<file path="src/sv/ppat_pkg.sv">
package ppat_pkg;

	localparam int unsigned TABLE_DEPTH_DEF = 64;

	localparam int unsigned IN_DATA_W  = 80;
	localparam int unsigned IN_USER_W  = 2;
	localparam int unsigned OUT_DATA_W = 48;

	typedef enum logic [1:0] {
		ACT_ANNOUNCE = 2'd0,
		ACT_TICK     = 2'd1,
		ACT_REQUEST  = 2'd2,
		ACT_UNUSED   = 2'd3
	} action_t;

	typedef enum logic [1:0] {
		ST_OK   = 2'd0,
		ST_NEW  = 2'd1,
		ST_FULL = 2'd2,
		ST_RSVD = 2'd3
	} status_t;

	// one table slot as held in the memory
	typedef struct packed {
		logic        valid;
		logic        alive;
		logic [31:0] address;
		logic [15:0] port;
	} slot_t;

endpackage

</file>
<file path="src/sv/peer_presence_aging_table.sv">
// peer presence table keyed by ipv4 address and port, aged by mark and sweep
// input stream s_*: one request per item, kind of request in s_tuser
// (announce, aging tick, list request); output stream m_*: one result per request
// the table sits in a single-port-write, single-port-read memory with a registered
// read; announce and tick walk every slot through it, one slot a cycle
// a tick and an announce give their result once the walk ends (an announce ends
// early when the key is found); a list request or an unused code goes straight to
// its result; the next request is taken the cycle after the result is loaded,
// and one request is in flight at a time
// after reset a clearing pass writes every slot empty with
// s_tready low; version, count and flags start at zero
// results leave from an output register; a new request is taken while a result
// waits there, and the block holds its next result until m_tready frees the
// register
module peer_presence_aging_table #(
	parameter int unsigned TABLE_DEPTH = ppat_pkg::TABLE_DEPTH_DEF
) (
	input  logic                               clk,
	input  logic                               arst_n,
	input  logic                               s_tvalid,
	output logic                               s_tready,
	// peer_address [31:0], peer_port [47:32], held_version [79:48]
	input  logic [ppat_pkg::IN_DATA_W-1:0]     s_tdata,
	// action [1:0]
	input  logic [ppat_pkg::IN_USER_W-1:0]     s_tuser,
	output logic                               m_tvalid,
	input  logic                               m_tready,
	// status [1:0], peer_count [8:2], current_version [40:9], send_list [41], zeros above
	output logic [ppat_pkg::OUT_DATA_W-1:0]    m_tdata
);
	import ppat_pkg::*;

	localparam int unsigned AW = $clog2(TABLE_DEPTH);
	localparam int unsigned PW = $clog2(TABLE_DEPTH + 1);
	localparam int unsigned PAD_W = OUT_DATA_W - 42;

	typedef enum logic [2:0] {
		S_CLEAR,
		S_IDLE,
		S_SCAN,
		S_AGE,
		S_FIN
	} state_t;

	state_t        state_q;
	logic [PW-1:0] rd_ptr_q;
	logic          cmp_vld_s1;
	logic [AW-1:0] cmp_idx_s1;
	logic          free_found_q;
	logic [AW-1:0] free_idx_q;
	logic          removed_q;
	logic [PW-1:0] age_cnt_q;
	logic [31:0]   key_addr_q;
	logic [15:0]   key_port_q;
	logic          set_changed_q;
	logic          bump_pending_q;
	logic [31:0]   list_version_q;
	logic [PW-1:0] listed_total_q;
	status_t       res_status_q;
	logic          res_send_q;
	logic          m_tvalid_q;
	logic [OUT_DATA_W-1:0] m_tdata_q;

	logic          ram_we;
	logic [AW-1:0] ram_waddr;
	slot_t         ram_wdata;
	logic [AW-1:0] ram_raddr;
	slot_t         ram_rdata;

	logic          issue;
	logic          scan_end;
	logic          key_match;
	logic [31:0]   next_version;
	logic [6:0]    peer_count;
	action_t       in_action;

	ppat_ram #(
		.DEPTH (TABLE_DEPTH)
	) u_ram (
		.clk   (clk),
		.we    (ram_we),
		.waddr (ram_waddr),
		.wdata (ram_wdata),
		.raddr (ram_raddr),
		.rdata (ram_rdata)
	);

	assign s_tready  = (state_q == S_IDLE);
	assign m_tvalid  = m_tvalid_q;
	assign m_tdata   = m_tdata_q;
	assign in_action = action_t'(s_tuser[1:0]);

	assign issue     = (rd_ptr_q != PW'(TABLE_DEPTH));
	assign scan_end  = !cmp_vld_s1 && !issue;
	assign ram_raddr = rd_ptr_q[AW-1:0];
	assign key_match = ram_rdata.valid && (ram_rdata.address == key_addr_q)
		&& (ram_rdata.port == key_port_q);

	assign next_version = list_version_q + 32'(bump_pending_q);
	assign peer_count   = (32'(listed_total_q) > 32'd127) ? 7'd127 : 7'(listed_total_q);

	always_comb begin
		ram_we    = 1'b0;
		ram_waddr = cmp_idx_s1;
		ram_wdata = ram_rdata;
		unique case (state_q)
			S_CLEAR: begin
				ram_we    = 1'b1;
				ram_waddr = rd_ptr_q[AW-1:0];
				ram_wdata = '0;
			end
			S_SCAN: begin
				if (cmp_vld_s1 && key_match) begin
					ram_we          = 1'b1;
					ram_wdata.alive = 1'b1;
				end else if (scan_end && free_found_q) begin
					ram_we    = 1'b1;
					ram_waddr = free_idx_q;
					ram_wdata = '{valid: 1'b1, alive: 1'b1,
						address: key_addr_q, port: key_port_q};
				end
			end
			S_AGE: begin
				// dead entries drop out, survivors lose their mark
				if (cmp_vld_s1 && ram_rdata.valid) begin
					ram_we = 1'b1;
					if (!ram_rdata.alive) begin
						ram_wdata.valid = 1'b0;
					end else begin
						ram_wdata.alive = 1'b0;
					end
				end
			end
			S_IDLE, S_FIN: begin
			end
			default: begin
			end
		endcase
	end

	always_ff @(posedge clk or negedge arst_n) begin
		if (!arst_n) begin
			state_q        <= S_CLEAR;
			rd_ptr_q       <= '0;
			cmp_vld_s1     <= 1'b0;
			cmp_idx_s1     <= '0;
			free_found_q   <= 1'b0;
			free_idx_q     <= '0;
			removed_q      <= 1'b0;
			age_cnt_q      <= '0;
			key_addr_q     <= '0;
			key_port_q     <= '0;
			set_changed_q  <= 1'b0;
			bump_pending_q <= 1'b0;
			list_version_q <= '0;
			listed_total_q <= '0;
			res_status_q   <= ST_OK;
			res_send_q     <= 1'b0;
			m_tvalid_q     <= 1'b0;
			m_tdata_q      <= '0;
		end else begin
			// in S_FIN the output register is reloaded below instead
			if (m_tvalid_q && m_tready && state_q != S_FIN) begin
				m_tvalid_q <= 1'b0;
			end
			if (state_q == S_SCAN || state_q == S_AGE) begin
				if (issue) begin
					rd_ptr_q   <= rd_ptr_q + PW'(1);
					cmp_vld_s1 <= 1'b1;
					cmp_idx_s1 <= rd_ptr_q[AW-1:0];
				end else begin
					cmp_vld_s1 <= 1'b0;
				end
			end
			unique case (state_q)
				S_CLEAR: begin
					if (rd_ptr_q == PW'(TABLE_DEPTH - 1)) begin
						rd_ptr_q <= '0;
						state_q  <= S_IDLE;
					end else begin
						rd_ptr_q <= rd_ptr_q + PW'(1);
					end
				end
				S_IDLE: begin
					if (s_tvalid) begin
						key_addr_q   <= s_tdata[31:0];
						key_port_q   <= s_tdata[47:32];
						rd_ptr_q     <= '0;
						cmp_vld_s1   <= 1'b0;
						free_found_q <= 1'b0;
						removed_q    <= 1'b0;
						age_cnt_q    <= '0;
						res_status_q <= ST_OK;
						res_send_q   <= 1'b0;
						unique case (in_action)
							ACT_ANNOUNCE: state_q <= S_SCAN;
							ACT_TICK:     state_q <= S_AGE;
							ACT_REQUEST: begin
								// an armed bump lands before the compare
								list_version_q <= next_version;
								bump_pending_q <= 1'b0;
								res_send_q     <= (s_tdata[79:48] != next_version);
								state_q        <= S_FIN;
							end
							default: state_q <= S_FIN;
						endcase
					end
				end
				S_SCAN: begin
					if (cmp_vld_s1 && key_match) begin
						res_status_q <= ST_OK;
						state_q      <= S_FIN;
					end else begin
						if (cmp_vld_s1 && !ram_rdata.valid && !free_found_q) begin
							free_found_q <= 1'b1;
							free_idx_q   <= cmp_idx_s1;
						end
						if (scan_end) begin
							if (free_found_q) begin
								res_status_q  <= ST_NEW;
								set_changed_q <= 1'b1;
							end else begin
								res_status_q <= ST_FULL;
							end
							state_q <= S_FIN;
						end
					end
				end
				S_AGE: begin
					if (cmp_vld_s1 && ram_rdata.valid) begin
						if (!ram_rdata.alive) begin
							removed_q <= 1'b1;
						end else begin
							age_cnt_q <= age_cnt_q + PW'(1);
						end
					end
					if (scan_end) begin
						if (set_changed_q || removed_q) begin
							set_changed_q  <= 1'b0;
							bump_pending_q <= 1'b1;
							listed_total_q <= age_cnt_q;
						end
						state_q <= S_FIN;
					end
				end
				S_FIN: begin
					if (!m_tvalid_q || m_tready) begin
						m_tvalid_q <= 1'b1;
						m_tdata_q  <= {PAD_W'(0), res_send_q, list_version_q, peer_count,
							res_status_q};
						state_q    <= S_IDLE;
					end
				end
				default: state_q <= S_IDLE;
			endcase
		end
	end

	// one request in flight: the port closes right after a take
	a_single_flight: assert property (@(posedge clk) disable iff (!arst_n)
		s_tvalid && s_tready |=> !s_tready)
		else $error("request taken while another is in flight");

	// during aging the write-back slot never collides with the slot being read
	a_age_no_collide: assert property (@(posedge clk) disable iff (!arst_n)
		ram_we && (state_q == S_AGE) |-> ram_waddr != ram_raddr)
		else $error("aging write-back collides with read");

	a_count_bound: assert property (@(posedge clk) disable iff (!arst_n)
		32'(listed_total_q) <= TABLE_DEPTH)
		else $error("listed count beyond table depth");

	// a bump is armed only at the end of an aging walk
	a_bump_source: assert property (@(posedge clk) disable iff (!arst_n)
		$rose(bump_pending_q) |-> $past(state_q) == S_AGE)
		else $error("version bump armed outside aging");

	// the version moves only by a list request
	a_version_step: assert property (@(posedge clk) disable iff (!arst_n)
		list_version_q != $past(list_version_q) |->
			$past(state_q) == S_IDLE && $past(s_tvalid) && $past(bump_pending_q))
		else $error("version changed without an armed bump");

endmodule

</file>
<file path="src/sv/ppat_ram.sv">
module ppat_ram #(
	parameter int unsigned DEPTH = ppat_pkg::TABLE_DEPTH_DEF
) (
	input  logic                     clk,
	input  logic                     we,
	input  logic [$clog2(DEPTH)-1:0] waddr,
	input  ppat_pkg::slot_t          wdata,
	input  logic [$clog2(DEPTH)-1:0] raddr,
	output ppat_pkg::slot_t          rdata
);
	import ppat_pkg::*;

	slot_t mem [DEPTH];
	slot_t rdata_q;

	always_ff @(posedge clk) begin
		if (we) begin
			mem[waddr] <= wdata;
		end
		rdata_q <= mem[raddr];
	end

	assign rdata = rdata_q;

endmodule
</file>
<file path="config.mk">
export PLATFORM = sky130hd
export DESIGN_NAME = peer_presence_aging_table
export DESIGN_NICKNAME = d
export VERILOG_FILES = /design/src/sv/ppat_pkg.sv /design/src/sv/peer_presence_aging_table.sv /design/src/sv/ppat_ram.sv
export SDC_FILE = /design/constraint.sdc
export NUM_CORES = 2
export LEC_CHECK = 0
export BUFFER_PORTS_ARGS = -buffer_cell sky130_fd_sc_hd__buf_2
export CAP_MARGIN = 20
export CORE_MARGIN = 1.5
export CORE_UTILIZATION = 55
export CTS_CLUSTER_DIAMETER = 120
export CTS_CLUSTER_SIZE = 10
export DETAILED_ROUTE_END_ITERATION = 10
export PLACE_DENSITY = 0.77
export SETUP_SLACK_MARGIN = 0.5
export SLEW_MARGIN = 20
export SYNTH_ARGS = -nofsm -noshare
export SYNTH_HDL_FRONTEND = slang
export SYNTH_SLANG_ARGS = --single-unit
</file>
<file path="constraint.sdc">
create_clock -name clk -period 5.84 [get_ports clk]
set_clock_uncertainty 0.2 [all_clocks]
set_input_delay 0.292 -clock clk [delete_from_list [all_inputs] [get_ports clk]]
set_output_delay 0.292 -clock clk [all_outputs]
set_load 0.02 [all_outputs]
</file>
== Yosys cells after proc, flatten, opt, wreduce, memory -nomap -nowiden ==
Memories as Yosys holds them, arrays and structs flattened. A register that Yosys moved wholly into a read port is not among the register bits.
Cells that the tools add are included.

* Output and inout bits: 50
* RAM bits: 3200
* Input bits: 86
* Memories: 1
* Bits in registers: 167
* Logic and storage cells: 149

{| class="wikitable"
|+ Memory list
! name !! words !! bits a word !! rd ports !! clocked after Yosys merged registers in !! wr ports !! RTL line !! RTL
|-
| u_ram.mem || 64 || 50 || 1 || 1 || 1 || ppat_ram.sv:13 || <nowiki>slot_t mem [DEPTH];</nowiki>
|}

* Add/subtract/negate cells: 3
* Bitwise logic cells: 1
* Reduce and logical (&&, ||, !) cells: 36
* Multiplexer cells: 64
* Eq/ne operators: 26

{| class="wikitable"
|+ Operator list
! operator !! count
|-
| $pmux 48 s2 || 1
|-
| $mux 50 || 1
|-
| $mux 7 || 7
|-
| $mux 48 || 1
|-
| $add 32x1->32 || 1
|-
| $eq 32x32->1 || 1
|-
| $ne 32x32->1 || 1
|-
| $mux 1 || 30
|-
| $pmux 7 s2 || 2
|-
| $ne 2x2->1 const B || 9
|-
| $eq 16x16->1 || 1
|-
| $mux 3 || 5
|-
| $pmux 3 s5 || 1
|-
| $reduce_and 3->1 || 5
|-
| $add 7x1->7 const B || 2
|-
| $mux 6 || 2
|-
| $pmux 6 s2 || 1
|-
| $reduce_and 4->1 || 3
|-
| $logic_and 1x1->1 || 10
|-
| $mux 2 || 5
|-
| $ne 2x1->1 const B || 4
|-
| $pmux 1 s2 || 4
|-
| $eq 7x6->1 const B || 1
|-
| $ne 7x7->1 const B || 1
|-
| other kinds (19) || 31
|}

== Depth between registers and ports, before layout ==
* Depth in word-level cells: 9
* Mapped depth: 14
* Gate-level depth less buffers: 9

== Cells and area by module ==
A second synthesis with hierarchy kept.

* Cell total of the unflattened synthesis: 6391
* Area, all modules: 131904.0 um^2

{| class="wikitable"
|+ By module, submodules not included
! module !! instances !! seq. area each (um^2) !! cells each !! area an instance (um^2)
|-
| ppat_ram || 1 || 97093.1 || 5457 || 122950.4
|-
| peer_presence_aging_table || 1 || 4179.0 || 934 || 8953.6
|}

== Least setup slack after synthesis ==
OpenSTA, ideal clock, no wires.

* Kind: register to register
* From: reg rd_ptr_q[1]
* To: mem u_ram.mem[26][0] (netlist bit) (enable)
* Arrival time: 4892 ps
* Period minus slack after synthesis: 5550 ps
* Setup time: 458 ps
* Buffers on the path: 3
* Cell stages (with the launch flop): 13
* Slack: 290 ps
* Data required time: 5182 ps
* Cell sequence: dfrtp_1 > clkbuf_1 > clkbuf_1 > clkbuf_1 > inv_1 > ha_1 > nand4bb_1 > nor4_4 > mux2i_1 > a21oi_1 > nor2_1 > nand3_1 > nor2_1

* Word-level cells in the longest chain between the ends: 9
* Elaborated cells between the ends (all ways): 12
* Those cells by class: eq/ne: 1; mux: 8; reduce/logical: 3

{| class="wikitable"
|+ Ends and longest elaborated chain
! item !! RTL line !! RTL
|-
| start: declaration || peer_presence_aging_table.sv:46 || <nowiki>logic [PW-1:0] rd_ptr_q;</nowiki>
|-
| start signal: assignment || peer_presence_aging_table.sv:168 || <nowiki>rd_ptr_q <= rd_ptr_q + PW'(1);</nowiki>
|-
| start signal: assignment || peer_presence_aging_table.sv:181 || <nowiki>rd_ptr_q <= rd_ptr_q + PW'(1);</nowiki>
|-
| $ne 7x7->1 || peer_presence_aging_table.sv:93 || <nowiki>assign issue = (rd_ptr_q != PW'(TABLE_DEPTH));</nowiki>
|-
| $logic_not 1->1 || peer_presence_aging_table.sv:94 || <nowiki>assign scan_end = !cmp_vld_s1 && !issue;</nowiki>
|-
| $logic_and 1x1->1 || peer_presence_aging_table.sv:94 ||
|-
| $logic_and 1x1->1 || peer_presence_aging_table.sv:116 || <nowiki>end else if (scan_end && free_found_q) begin</nowiki>
|-
| $mux 1 || peer_presence_aging_table.sv:116 ||
|-
| $mux 1 || peer_presence_aging_table.sv:113 || <nowiki>if (cmp_vld_s1 && key_match) begin</nowiki>
|-
| $pmux 1 s3 || peer_presence_aging_table.sv:106 || <nowiki>unique case (state_q)</nowiki>
|-
| $mux 1 || ppat_ram.sv:17 || <nowiki>if (we) begin</nowiki>
|-
| $mux 1 (not written as such) || ppat_ram.sv:18 || <nowiki>mem[waddr] <= wdata;</nowiki>
|-
| end: declaration || ppat_ram.sv:13 ||
|}

Several ways; a longest one is shown, not always the timed one.

== Final worst setup path ==
* From: reg key_addr_q[20]
* To: mem u_ram.mem[25][7] (netlist bit) (enable)

* Word-level cells in the longest chain between the ends: 8
* Elaborated cells between the ends (all ways): 10
* Those cells by class: eq/ne: 1; mux: 6; reduce/logical: 3

{| class="wikitable"
|+ Ends and longest elaborated chain
! item !! RTL line !! RTL
|-
| start: declaration || peer_presence_aging_table.sv:53 || <nowiki>logic [31:0] key_addr_q;</nowiki>
|-
| start signal: assignment || peer_presence_aging_table.sv:186 || <nowiki>key_addr_q <= s_tdata[31:0];</nowiki>
|-
| $eq 32x32->1 (*) || peer_presence_aging_table.sv:96 || <nowiki>assign key_match = ram_rdata.valid && (ram_rdata.address == key_addr_q)</nowiki>
|-
| $logic_and 1x1->1 (*) || peer_presence_aging_table.sv:96 ||
|-
| $logic_and 1x1->1 (*) || peer_presence_aging_table.sv:97 || <nowiki>&& (ram_rdata.port == key_port_q);</nowiki>
|-
| $logic_and 1x1->1 (*) || peer_presence_aging_table.sv:113 ||
|-
| $mux 1 || peer_presence_aging_table.sv:113 ||
|-
| $pmux 1 s3 || peer_presence_aging_table.sv:106 ||
|-
| $mux 1 || ppat_ram.sv:17 ||
|-
| $mux 1 (not written as such) || ppat_ram.sv:18 ||
|}

Mark *: on every way between the ends. The rest lies on a longest branch, timed or not.

==> flow_summary.toml <==
[timing]
rsz0062_at_grt = "no"
tightest_slew_ns = 1.201
max_freq_mhz = 190.5
whs_ns = 0.01664
postLayoutSetupSlackWorst_ns = 0.5901
setup_violations = 0
fin_setup_tns_ns = 0
maxSlewHeadroom = 0.1922
fin_crit_ns = 5.250
fin_crit_sh = 0.8990
slew_viol_final = 0
hold_viol = 0

[logic_synthesis]
yosysMostFrequentCell = "edfxtp_1"
synthFlopType = "edfxtp_1"
yosysWarnings = 0
synth-xor-area-share = 0.008138
synthCells = 5587
synth_enable_flop_cells = 3200
synthDominantCellAreaShare = 0.7319
ys_seq_area_frac = 0.7713
yosys-top-cells-count = "edfxtp_1 (3200), mux4_2 (1050), nand2_1 (222), clkbuf_1 (193), dfrtp_1 (167)"
synth_compound_area_frac = 0.007738
synthTopCellsByArea = "edfxtp_1 (73%), mux4_2 (18%), dfrtp_1 (3.2%), dfxtp_1 (0.76%), nand2_1 (0.63%)"
synth-simple-area-share = 0.01699
synthMuxAreaShare = 0.1854
synth-seq-cells = 3417
synth_adder_area_share = 0.0004765
synth_area_mm2 = 0.1313
synth_cell_type_count = 71
synth.largest_area_cell = "edfxtp_1"
synthArstFlopShare = 0.04887
synth_top_family_by_area = "multiplexers"
syn_avg_cell_area_um2 = 23.50

[place]
gp_congestion = 0.9258
numPortBuffers = 129
dp_slack_ns = 1.126
dp.cells = 8823
dpl_cell_area_mm2 = 0.1377
hpwl_um = 188900

[route]
vias = 66849
drtAntennaViolNets = 0
drc = 0
first_pass_iters = 9
routed_wl_um = 366200
wl_per_cell_um = 38.73
vias_per_cell = 7.071
drt_iter0_drc = 11342

[min_path]
min_path_cells = 4
hold_path_end = "key_port_q[0]"
hp-class = "input pin to flip-flop"
hold_start = "s_tdata[32]"

[global_route]
grt_pass1_vias = 67251
grt_pass1_wl_um = 512800
grtUsageTotal = 0.3033
grt_max_degree = 148
overflow = 0
antenna_found_initial = 25

[die]
core_region_area_mm2 = 0.2376
dieHeight_um = 491.6
boundaryPins = 136
row_count = 179
initial_utilization = 0.5525
die_x_um = 491.6
die_area_mm2 = 0.2417

[power]
peakVddDrop_mv = 0.3754
powerDensity_mw_per_mm2 = 321.5
power.leakage_uw = 0.03951

[cts]
cts_made_buffers = 392
postCtsSetupRepairBufs = 0
path_clk_slew_ns = 0.06
ctsResizeCount = 0
insertion_delay_ns = 1.02
cts_tree = "built"
cts.path.max_buffers = 4
hold_buffers = 78
clockRootBuffer = "clkbuf_16"
cts.htree.levels = 5
cts.sinks = 3417

[worst_setup_path]
critPathCaptureType = "flip-flop"
startpoint_type = "flip-flop"
arrival_ns = 5.73
worstPathMaxFanout = 18
ff2ff_path_depth = 8
r2r_start = "key_addr_q[20]"
critical_path_class = "flip-flop to flip-flop"
crit_required_ns = 6.32
reg2reg_setup_slack_ns = 0.59
r2r_end = "u_ram.mem[25][7]"

[finish]
area_growth_pct = 13.60
nNetsFinal = 6220
finish.instance_area_mm2 = 0.1492
fin_cells = 9454
final.fill_count = 14667
layout-drive-gt1-share = 0.3146

[status]
status = "finished clean"

[flow_run]
drv_cap = 0
-- logic make-up (layout without fill, tap and decap cells) --
kind of cell / count (synthesis) / count (layout)
AOI/OAI and AO/OA: 136 / 136
xor gates and xnor gates: 122 / 122
adders and majority gates: 5 / 5
buffers and inverters: 314 / 1000
DFF: 3417 / 3417
muxes: 1113 / 1113
other: 1 / 15
and+or+nand+nor: 479 / 479
-- cell type report --
cell class                      instances  area [um^2]  area share
Sequential cell                      3417       101300      0.6791
Multi-Input combinational cell       1861        29280      0.1963
Clock buffer                          533        10490     0.07031
Tap cell                             3167         3963     0.02657
Timing Repair Buffer                  446         3943     0.02643
Clock inverter                         10        127.6   0.0008556
Inverter                               11        41.29   0.0002768
Antenna cell                            9        22.52   0.0001510
-- power breakdown --
part	internal, uW	total (uW)	switching (uW)
clock	12300	21400	9130
sequential	26400	26400	0.0000000000000250
combinational	70.1	148	77.5
-- stage by stage --
step	total power (uW)	util
after floorplan	26910	-
after global placement	26980	0.5794
after detailed placement	26980	0.5794
after CTS	48040	0.6274
after global routing	48930	0.6276
final	47960	0.6277
-- metal layers --
layer,vias up,wire length (um),GRT usage
met2,5992,175700,0.4733
met3,1071,48130,0.08455
met5,-,241,0.002381
met4,24,20450,0.1475
met1,35046,121700,0.3977
li1,24716,-,-
-- cell usage in the layout (no fill, tap or decap), drive strengths merged, types with 3 or more instances in the layout --
master       count
mux2i           11
dlygate4sd3     77
nand2b          10
or2              3
nand4           22
nor2           106
nand2          222
a22o            51
inv             16
edfxtp        3200
diode            9
mux4          1050
and3             7
clkinv           4
ha               5
mux2            52
nor2b            5
or3             12
nand3           27
or3b             3
nand3b           8
nand4b           3
dfxtp           50
o21ai           21
o22ai            8
conb             6
dfrtp          167
nor3            12
xor2            75
and2             5
nor4            19
a21oi           22
clkbuf         534
and4             6
xnor2           47
a211oi           3
buf            368
-- sequential cells by signal, indices dropped and copies added (netlist names), 2 cells and up --
register and count:
state_q 3, key_port_q 16, u_ram.mem 3200, m_tdata 42, list_version_q 32, cmp_idx_s1 6, listed_total_q 7, free_idx_q 6
u_ram.rdata 50, res_status_q 2, rd_ptr_q 7, age_cnt_q 7, key_addr_q 32
-- how the worst max path moves through the flow --
stage / startpoint / end / slack [ns] / cells past startpoint
final: key_addr_q[20] / u_ram.mem[25][7] / 0.59 / 8
after global routing: key_addr_q[20] / u_ram.mem[25][7] / 0.71 / 8
after CTS: rd_ptr_q[3] / u_ram.mem[50][11] / 0.99 / 8
after detailed placement: rd_ptr_q[2] / u_ram.mem[50][46] / 1.13 / 7
after global placement: key_port_q[6] / u_ram.mem[25][11] / 1.14 / 8
after floorplan: rd_ptr_q[1] / u_ram.mem[26][0] / 0.29 / 12
-- worst max-delay path: stages (launching register included) --
cell     delay [ns]
dfrtp_1        0.41
xor2_1         0.22
nor4_1         0.98
nand4_1        0.15
or4_1          0.66
a21oi_1        0.46
nand2_1        0.59
nor2_4         0.95
buf_12         0.27
Power figures use the tool's default switching activity.
